**src/dphm_pkg.sv**
```systemverilog
`timescale 1ns / 1ps
// shared types, constants and register codes for the depth pixel height map projection
// no dependencies; imported by every module of the block

package dphm_pkg;

    // geometry of frame and map
    localparam int MAP_WIDTH  = 200;
    localparam int MAP_HEIGHT = 200;
    localparam int FRAME_ROWS = 480;
    localparam int FRAME_COLS = 848;

    // cell codes
    localparam logic [7:0] CELL_GROUND   = 8'd255;
    localparam logic [7:0] CELL_OBSTACLE = 8'd100;

    // datapath widths
    localparam int DIFF_W = 11;                 // signed pixel offset from centre
    localparam int AX_W   = 28;                 // offset times depth
    localparam int P_W    = 45;                 // back-projected point, Q20 mm
    localparam int PA_W   = 16 + P_W;           // coefficient times point
    localparam int PZ_W   = 16 + 17;            // coefficient times depth
    localparam int R_W    = 63;                 // rotated value, Q34 mm
    localparam int FRAC_W = 34;
    localparam int H_W    = R_W - FRAC_W;       // whole millimetres of magnitude
    localparam int Q_W    = 29;                 // centimetres of magnitude

    // x / 10 == (x * DIV10_MAGIC) >> 35 for any 32-bit unsigned x
    localparam logic [31:0] DIV10_MAGIC = 32'hCCCC_CCCD;
    localparam int          DIV10_SHIFT = 35;

    localparam int CFG_W = 48;

    typedef enum logic [2:0] {
        REG_PRINCIPAL = 3'd0,
        REG_INV_FOCAL = 3'd1,
        REG_ROT_ROW_0 = 3'd2,
        REG_ROT_ROW_1 = 3'd3,
        REG_ROT_ROW_2 = 3'd4,
        REG_GROUND    = 3'd5,
        REG_BAND      = 3'd6,
        REG_GND_VALID = 3'd7
    } t_reg_idx;

    localparam logic [19:0] RST_PRINCIPAL = 20'd249250;
    localparam logic [31:0] RST_INV_FOCAL = 32'd161876390;
    localparam logic [47:0] RST_ROT_ROW_0 = 48'd16384;
    localparam logic [47:0] RST_ROT_ROW_1 = 48'd1073741824;
    localparam logic [47:0] RST_ROT_ROW_2 = 48'd70368744177664;
    localparam logic [14:0] RST_GROUND    = 15'd0;
    localparam logic [9:0]  RST_BAND      = 10'd30;
    localparam logic        RST_GND_VALID = 1'b0;

    typedef struct packed {
        logic [9:0]  pixel_row;
        logic [9:0]  pixel_col;
        logic [15:0] depth_mm;
    } t_in;

    typedef struct packed {
        logic       write_enable;
        logic [7:0] map_row;
        logic [7:0] map_col;
        logic [7:0] cell_value;
    } t_out;

    typedef struct packed {
        logic [9:0]             cx;
        logic [9:0]             cy;
        logic [15:0]            inv_fx;
        logic [15:0]            inv_fy;
        logic [2:0][47:0]       rot;
        logic signed [14:0]     ground;
        logic [9:0]             band;
        logic                   gnd_valid;
    } t_cfg;

    // back-projected point handed from front end to rotation
    typedef struct packed {
        logic                   skip;
        logic signed [P_W-1:0]  px;
        logic signed [P_W-1:0]  py;
        logic [15:0]            depth;
    } t_proj;

    // rotated point handed from rotation to quantizer
    typedef struct packed {
        logic                   skip;
        logic signed [R_W-1:0]  rx;
        logic signed [R_W-1:0]  ry;
        logic signed [R_W-1:0]  rz;
    } t_rot;

endpackage

```
**src/dphm_front.sv**
```systemverilog
`timescale 1ns / 1ps
// front end: pixel filter and back-projection through principal point and 1/f
// three register stages; depends on dphm_pkg

module dphm_front (
    input  logic                 i_clk,
    input  logic                 i_rst_n,
    input  dphm_pkg::t_cfg       i_cfg,
    input  logic                 i_valid,
    output logic                 o_stall,
    input  dphm_pkg::t_in        i_data,
    output logic                 o_valid,
    input  logic                 i_stall,
    output dphm_pkg::t_proj      o_data
);
    import dphm_pkg::*;

    localparam logic [10:0] ROW_LIM = 11'(FRAME_ROWS - 2);
    localparam logic [10:0] COL_LIM = 11'(FRAME_COLS - 2);

    logic [2:0] w_stall;
    logic [2:0] r_vld, n_vld;

    logic                     r_skip1, n_skip1, r_skip2, n_skip2, r_skip3, n_skip3;
    logic signed [DIFF_W-1:0] r_dcol, n_dcol, r_drow, n_drow;
    logic [15:0]              r_dep1, n_dep1, r_dep2, n_dep2, r_dep3, n_dep3;
    logic signed [AX_W-1:0]   r_ax, n_ax, r_ay, n_ay;
    logic signed [P_W-1:0]    r_px, n_px, r_py, n_py;

    // a stage holds only while it has an item and the stage after it holds
    always_comb begin
        w_stall[2] = r_vld[2] & i_stall;
        w_stall[1] = r_vld[1] & w_stall[2];
        w_stall[0] = r_vld[0] & w_stall[1];
    end

    always_comb begin
        n_vld  = {r_vld[1], r_vld[0], i_valid};
        // odd rows or columns, and the last two rows or columns and anything past them, are dropped
        n_skip1 = i_data.pixel_row[0] | i_data.pixel_col[0]
                | ({1'b0, i_data.pixel_row} >= ROW_LIM)
                | ({1'b0, i_data.pixel_col} >= COL_LIM);
        n_dcol = $signed({1'b0, i_data.pixel_col}) - $signed({1'b0, i_cfg.cx});
        n_drow = $signed({1'b0, i_data.pixel_row}) - $signed({1'b0, i_cfg.cy});
        n_dep1 = i_data.depth_mm;

        n_skip2 = r_skip1;
        n_ax    = r_dcol * $signed({1'b0, r_dep1});
        n_ay    = r_drow * $signed({1'b0, r_dep1});
        n_dep2  = r_dep1;

        n_skip3 = r_skip2;
        n_px    = r_ax * $signed({1'b0, i_cfg.inv_fx});
        n_py    = r_ay * $signed({1'b0, i_cfg.inv_fy});
        n_dep3  = r_dep2;
    end

    always_ff @(posedge i_clk) begin
        if (!i_rst_n) begin
            r_vld <= '0;
        end else begin
            for (int k = 0; k < 3; k++) begin
                if (!w_stall[k]) begin
                    r_vld[k] <= n_vld[k];
                end
            end
        end
    end

    always_ff @(posedge i_clk) begin
        if (!w_stall[0]) begin
            r_skip1 <= n_skip1;
            r_dcol  <= n_dcol;
            r_drow  <= n_drow;
            r_dep1  <= n_dep1;
        end
        if (!w_stall[1]) begin
            r_skip2 <= n_skip2;
            r_ax    <= n_ax;
            r_ay    <= n_ay;
            r_dep2  <= n_dep2;
        end
        if (!w_stall[2]) begin
            r_skip3 <= n_skip3;
            r_px    <= n_px;
            r_py    <= n_py;
            r_dep3  <= n_dep3;
        end
    end

    assign o_stall      = w_stall[0];
    assign o_valid      = r_vld[2];
    assign o_data.skip  = r_skip3;
    assign o_data.px    = r_px;
    assign o_data.py    = r_py;
    assign o_data.depth = r_dep3;

endmodule

```
**config.mk**
```make
export PLATFORM = sky130hd
export DESIGN_NAME = dphm_front
export DESIGN_NICKNAME = d
export VERILOG_FILES = /design/src/dphm_pkg.sv /design/src/dphm_front.sv
export SDC_FILE = /design/constraint.sdc
export NUM_CORES = 2
export LEC_CHECK = 0
export BUFFER_PORTS_ARGS = -buffer_cell sky130_fd_sc_hd__buf_2
export CORE_AREA = 4 4 364 366
export CTS_CLUSTER_SIZE = 20
export DETAILED_ROUTE_END_ITERATION = 10
export DIE_AREA = 0 0 368 370
export SYNTH_ARGS = -nofsm -noshare
export SYNTH_HDL_FRONTEND = slang
export SYNTH_SLANG_ARGS = --single-unit
```
**constraint.sdc**
```tcl
create_clock -name i_clk -period 9.8 [get_ports i_clk]
set_input_delay 0.98 -clock i_clk [delete_from_list [all_inputs] [get_ports i_clk]]
set_output_delay 0.98 -clock i_clk [all_outputs]
set_load 0.05 [all_outputs]
```
### Yosys cells after proc, flatten, opt, wreduce, memory -nomap -nowiden

Index checks and enable logic that the tools add are counted.

* register bits after elaboration: 222
* latch bits: 0
* RAM bits: 0
* ROM bits: 0
* bits of input ports: 262
* output and inout port bits: 109
* logic and storage cells: 29
* memories: 0

* add/sub/neg operators: 2
* $mul: 4
* divide/modulo/power cells: 0
* magnitude comparators: 2
* equality and inequality tests: 0
* shift-type cells: 0
* multiplexer cells: 0
* bitwise logic cells: 6
* reduce and logical (&&, ||, !) cells: 0

Operators by type and width (number)
* $mul A28 B17 Y45: 2
* $mul A11 B17 Y28: 2
* $sub A10 B10 Y11: 2
* $ge A10 B10 Y1 const B: 1
* $ge A10 B9 Y1 const B: 1
* $and A1 B1 Y1: 3
* $or A1 B1 Y1: 3

### Logic depth before layout (Yosys ltp)

* depth after elaboration: 3
* mapped depth: 25
* depth with buffers taken out: 24

### Worst setup path before layout

OpenSTA, ideal clock, no wires.

* path type: input to register
* from: input port i_cfg[194] (netlist name)
* to: register r_px[44] (data pin)
* setup time: 265 ps
* data arrival time: 6812 ps
* data required time: 9535 ps
* path slack: 2723 ps
* cell stages on the path: 25
* buffers on the path: 3
* cell sequence: clkbuf_1 clkbuf_1 nand2_1 fa_1 inv_1 fa_1 inv_1 fa_1 inv_1 fa_1 fa_1 inv_1 fa_1 inv_1 ha_1 clkbuf_1 a21oi_1 o21ai_0 a221o_1 a21oi_1 o21ai_1 o21ai_0 nand2_1 and3_1 or3_1

* cells in the longest elaborated chain, start to end: 1

Ends and longest elaborated chain
* from (decl): line dphm_front.sv:8 `input dphm_pkg::t_cfg i_cfg,`
* $mul A28 B17 Y45: line dphm_front.sv:53 `n_px = r_ax * $signed({1'b0, i_cfg.inv_fx});`
* via n_px[44]: line dphm_front.sv:28 `logic signed [P_W-1:0] r_px, n_px, r_py, n_py;`
* to (signal assigned): line dphm_front.sv:85 `r_px <= n_px;`
* to (decl): line dphm_front.sv:28

The timed path passes the listed nets, and every way through them passes these cells.
A chain may end at the register's enable or synchronous reset.

### Worst setup path after layout

* from: input port i_cfg[188] (netlist name)
* to: register r_px[44] (data pin)

The elaborated chain is that of the path after synthesis.

==> results.txt <==
The run finished with clean final reports. Once the clock tree was built, the setup fixing pass inserted 0 buffers. The number of buffers inserted by port buffering is 200.

After synthesis, the share of flip-flops with an asynchronous set or reset is 0%. At the pin with the least slew margin, the transition time is approximately 1.1 ns. The synthesized area per cell is ~9.5 um2. The biggest area contributor in the post-synthesis netlist is fa_1. The time the worst path needs with I/O delays and setup is between 7 and 8 ns.

Summing every instance area after synthesis gives 0.05127 mm2. Sorting the synthesized cells by how often they occur yields inv_1, fa_1, nand2_1. STA classifies the critical path startpoint as a primary input. The startpoint identified for the worst register-to-register timing path is r_ax[7]$_DFFE_PN_. Counting stages on the worst path, the most repeated cell is fa_1. The layout filler cell count is approximately 13,000. The standard-cell row count came out at around 130.

The wire length of the first global-routing pass came out at 208.4 mm. After synthesis, the cell types taking the most area are fa_1, edfxtp_1, inv_1. The sequential cells in the finished layout cover a total of about 0.0066 mm2. The utilization of the core after routing came out at approximately 42%. The starting utilization of the core area is 39.70%. The worst setup path is captured at a flip-flop. The start point of the worst hold path is n_dep3[11]$_DFFE_PN_.

The die boundary height came out at roughly 370 um. The number of global-route vias before repair came out at between 30,000 and 40,000. The area of placed instances is between 0.05 and 0.06 mm2. The number of instances resized during post-cts repair came out at 0. The worst slew margin relative to its limit came out at a little over a quarter. The max-slew violation count came out at 0. The critical path starts at i_cfg[188]. The summed negative setup slack over all endpoints came out at 0 ns.

The total vias in the final route came out at 35,240. The area of the die is about 0.14 mm2. The initial antenna violation count came out at 7.

The overall fraction of global-route tracks in use came out at approximately a fifth. The detail route stage leaves a number of antenna-violating nets equal to 0. The clock arrives with 0.01774 ns of skew. The highest achievable clock rate came out at approximately 130 MHz. The total clock buffers created by CTS is 31.

roughly 370 I/O pins were placed. The first-pass iteration count of the detailed router came out at 5. After synthesis the netlist holds a flip-flop and latch count of ~220. The unique cell type count in the Yosys netlist is between 70 and 80. The sequential share of the synthesized area is around an eighth.

The number of enable flip-flop cells after synthesis came out at roughly 220. The TritonCTS clock tree is built. Using the TritonRoute via totals, the vias-per-cell ratio works out to ~4.9. The cts-stage hold buffer count came out at 0. The post-detailed-route wirelength per cell is between 15 and 20 um.

The worst hold path belongs to the class flip-flop to flip-flop. In the synthesized netlist the dominant register cell turns out to be edfxtp_1. At the end of routability-driven placement, the weighted congestion stood at roughly 0.86. The cell sitting at the root of the clock tree is a clkbuf_16. The worst hold path stage count is 0.

Across the run, the number of max-cap violations was 0. The type of the worst setup path is primary input to flip-flop. The post-synthesis instance total came out at 5,394.

The hold-critical path endpoint is r_dep3[11]$_DFFE_PN_. The final routed wirelength across all metal layers came out at between 100 and 150 mm. The maximum clock path buffer count came out at 3.

In this design, the stage delay of the slowest critical-path cell is between 0.6 and 0.7 ns. The number of setup violations in the final report is 0. The worst endpoint data arrival time came out at a little under 8 ns.

The final layout net count came out at 7,218. Clock-pin slew was measured on the worst setup and hold paths at approximately 0.06 ns. The share of cells above drive strength 1 is between 5 and 6%. The first-iteration detailed-routing DRC count is ~1,900. The dominant cell by count in the synthesized netlist is inv_1. Once detailed placement completed, the half-perimeter wirelength came to between 90 and 100 mm. The final design area excluding fillers is ~0.055 mm2. The core region is between 0.1 and 0.15 mm2.

The number of cells on the worst reg-to-reg path is 22. The register-to-register setup slack came out at roughly 2.4 ns. The library cell contributing the largest single delay on the critical path is buf_2. The total overflow left after global routing is 0.

The final hold slack is around 0.42 ns. In this run the number of H-tree levels came out at 1. The number of clock sinks came out at approximately 220. During synthesis, Yosys emitted a total of 0 warnings.

Setup repair after global routing left no endpoint under its margin. The final period utilization came out at between 70% and 80%. STA puts the critical path data required time at just over 10 ns. After detailed routing, the number of remaining DRC violations is 0. The relative area change from synthesis to final layout came out at 6.950%.

Entering global routing, the biggest net connects 74 pins. The number of nets handed over by synthesis was approximately 7,000. Of all nets on the critical path, the largest fanout is 28. The width of the die came out at 368 um. Walking the worst path, the cells encountered are buf_2, nand2_1, fa_1, fa_1, fa_1, inv_1, fa_1, fa_1, inv_1, fa_1, inv_1, ha_1, a21oi_1, o21ai_0, a221o_1, a21oi_1, o21ai_1, o21ai_0, nand2_1, and3_1, or3_1. The worst register-to-register path ends at r_px[44]$_DFFE_PN_. The final hold violation count was 0. The area used by multi-input combinational logic is between 0.03 and 0.04 mm2. The top-area cell type share of the netlist area came out at 43.73%. The clock latency on the worst-skew pair came out at a little over 0.6 ns.
-- per-stage QoR --
stage	std cells	setup WS, ns
floorplan	5394	2.723
global placement	7145	1.900
detailed placement	7145	1.758
CTS	7202	2.440
global route	7202	1.954
finish	7205	2.318
-- layer usage --
metal | share of wire [%] | track usage (%) | up-vias
li1 | - | - | 16050
met1 | 45 | 26.23 | 18020
met2 | 47 | 31.99 | 1010
met3 | 6.8 | 3.598 | 151
met4 | 2.0 | 4.000 | 8
met5 | 0.044 | 0 | -
-- cells in the final DEF, fill, tap and decap left out, types with 22 or more instances in the layout --
master / Yosys / final
inv_1: 1361 / 1360
nand3_1: 30 / 30
clkbuf_16: 0 / 31
nor2_1: 98 / 98
o21a_1: 26 / 26
a21oi_1: 107 / 107
and2_1: 540 / 540
ha_1: 400 / 400
buf_2: 1 / 200
buf_4: 1 / 22
a21o_1: 54 / 54
nand2_1: 763 / 761
nand2b_1: 36 / 36
xnor2_1: 100 / 100
edfxtp_1: 219 / 219
xor2_1: 34 / 34
fa_1: 1120 / 1120
o21ai_0: 73 / 73
-- final cells by class --
| type | count | area share (%) |
|---|---|---|
| Multi-Input combinational cell | 3598 | 70.64 |
| Tap cell | 1742 | 3.975 |
| Clock buffer | 31 | 1.415 |
| Timing Repair Buffer | 222 | 2.126 |
| Inverter | 1361 | 9.318 |
| Clock inverter | 26 | 0.4153 |
| Sequential cell | 222 | 12.10 |
| Antenna cell | 3 | 0.01369 |
-- worst max path at each step --
stage,end,depth (start not counted)
6_report,r_px[44]$_DFFE_PN_,21
5_1_grt,r_px[43]$_DFFE_PN_,21
4_1_cts,r_px[43]$_DFFE_PN_,21
3_5_place_dp,r_px[43]$_DFFE_PN_,21
3_3_place_gp,r_px[44]$_DFFE_PN_,21
2_1_floorplan,r_px[44]$_DFFE_PN_,25
-- worst max-delay path, delay by kind of cell --
| family | cells | cell delay [ns] |
|---|---|---|
| fa+ha+maj | 7 | 3.40 |
| compound gates | 6 | 1.75 |
| simple gates | 4 | 0.92 |
| buf+inv | 4 | 0.77 |
-- cells by family (layout without fill, tap and decap cells) --
logic type	count (synthesis)	in the layout	synth area share, %
AOI/OAI and AO/OA	379	379	4.873
xor gates and xnor gates	134	134	2.289
adders and majority gates	1520	1520	53.49
buffers and inverters	1574	1640	11.53
DFF	222	222	12.94
muxes	1	1	0.01952
other	0	3	0
and+or+nand+nor	1564	1564	14.85
-- registers in the layout, summed over array words and instances (netlist names), 3 cells and up --
| register | count |
|---|---|
| n_dep2 | 16 |
| r_ay | 28 |
| r_ax | 28 |
| r_vld | 3 |
| n_dep3 | 16 |
| r_px | 45 |
| r_dep3 | 16 |
| r_drow | 11 |
| r_py | 45 |
| r_dcol | 11 |
Power is left out: the tool's default activity adds up to more than one toggle a clock period on the data nets, which glitch-free logic cannot reach.
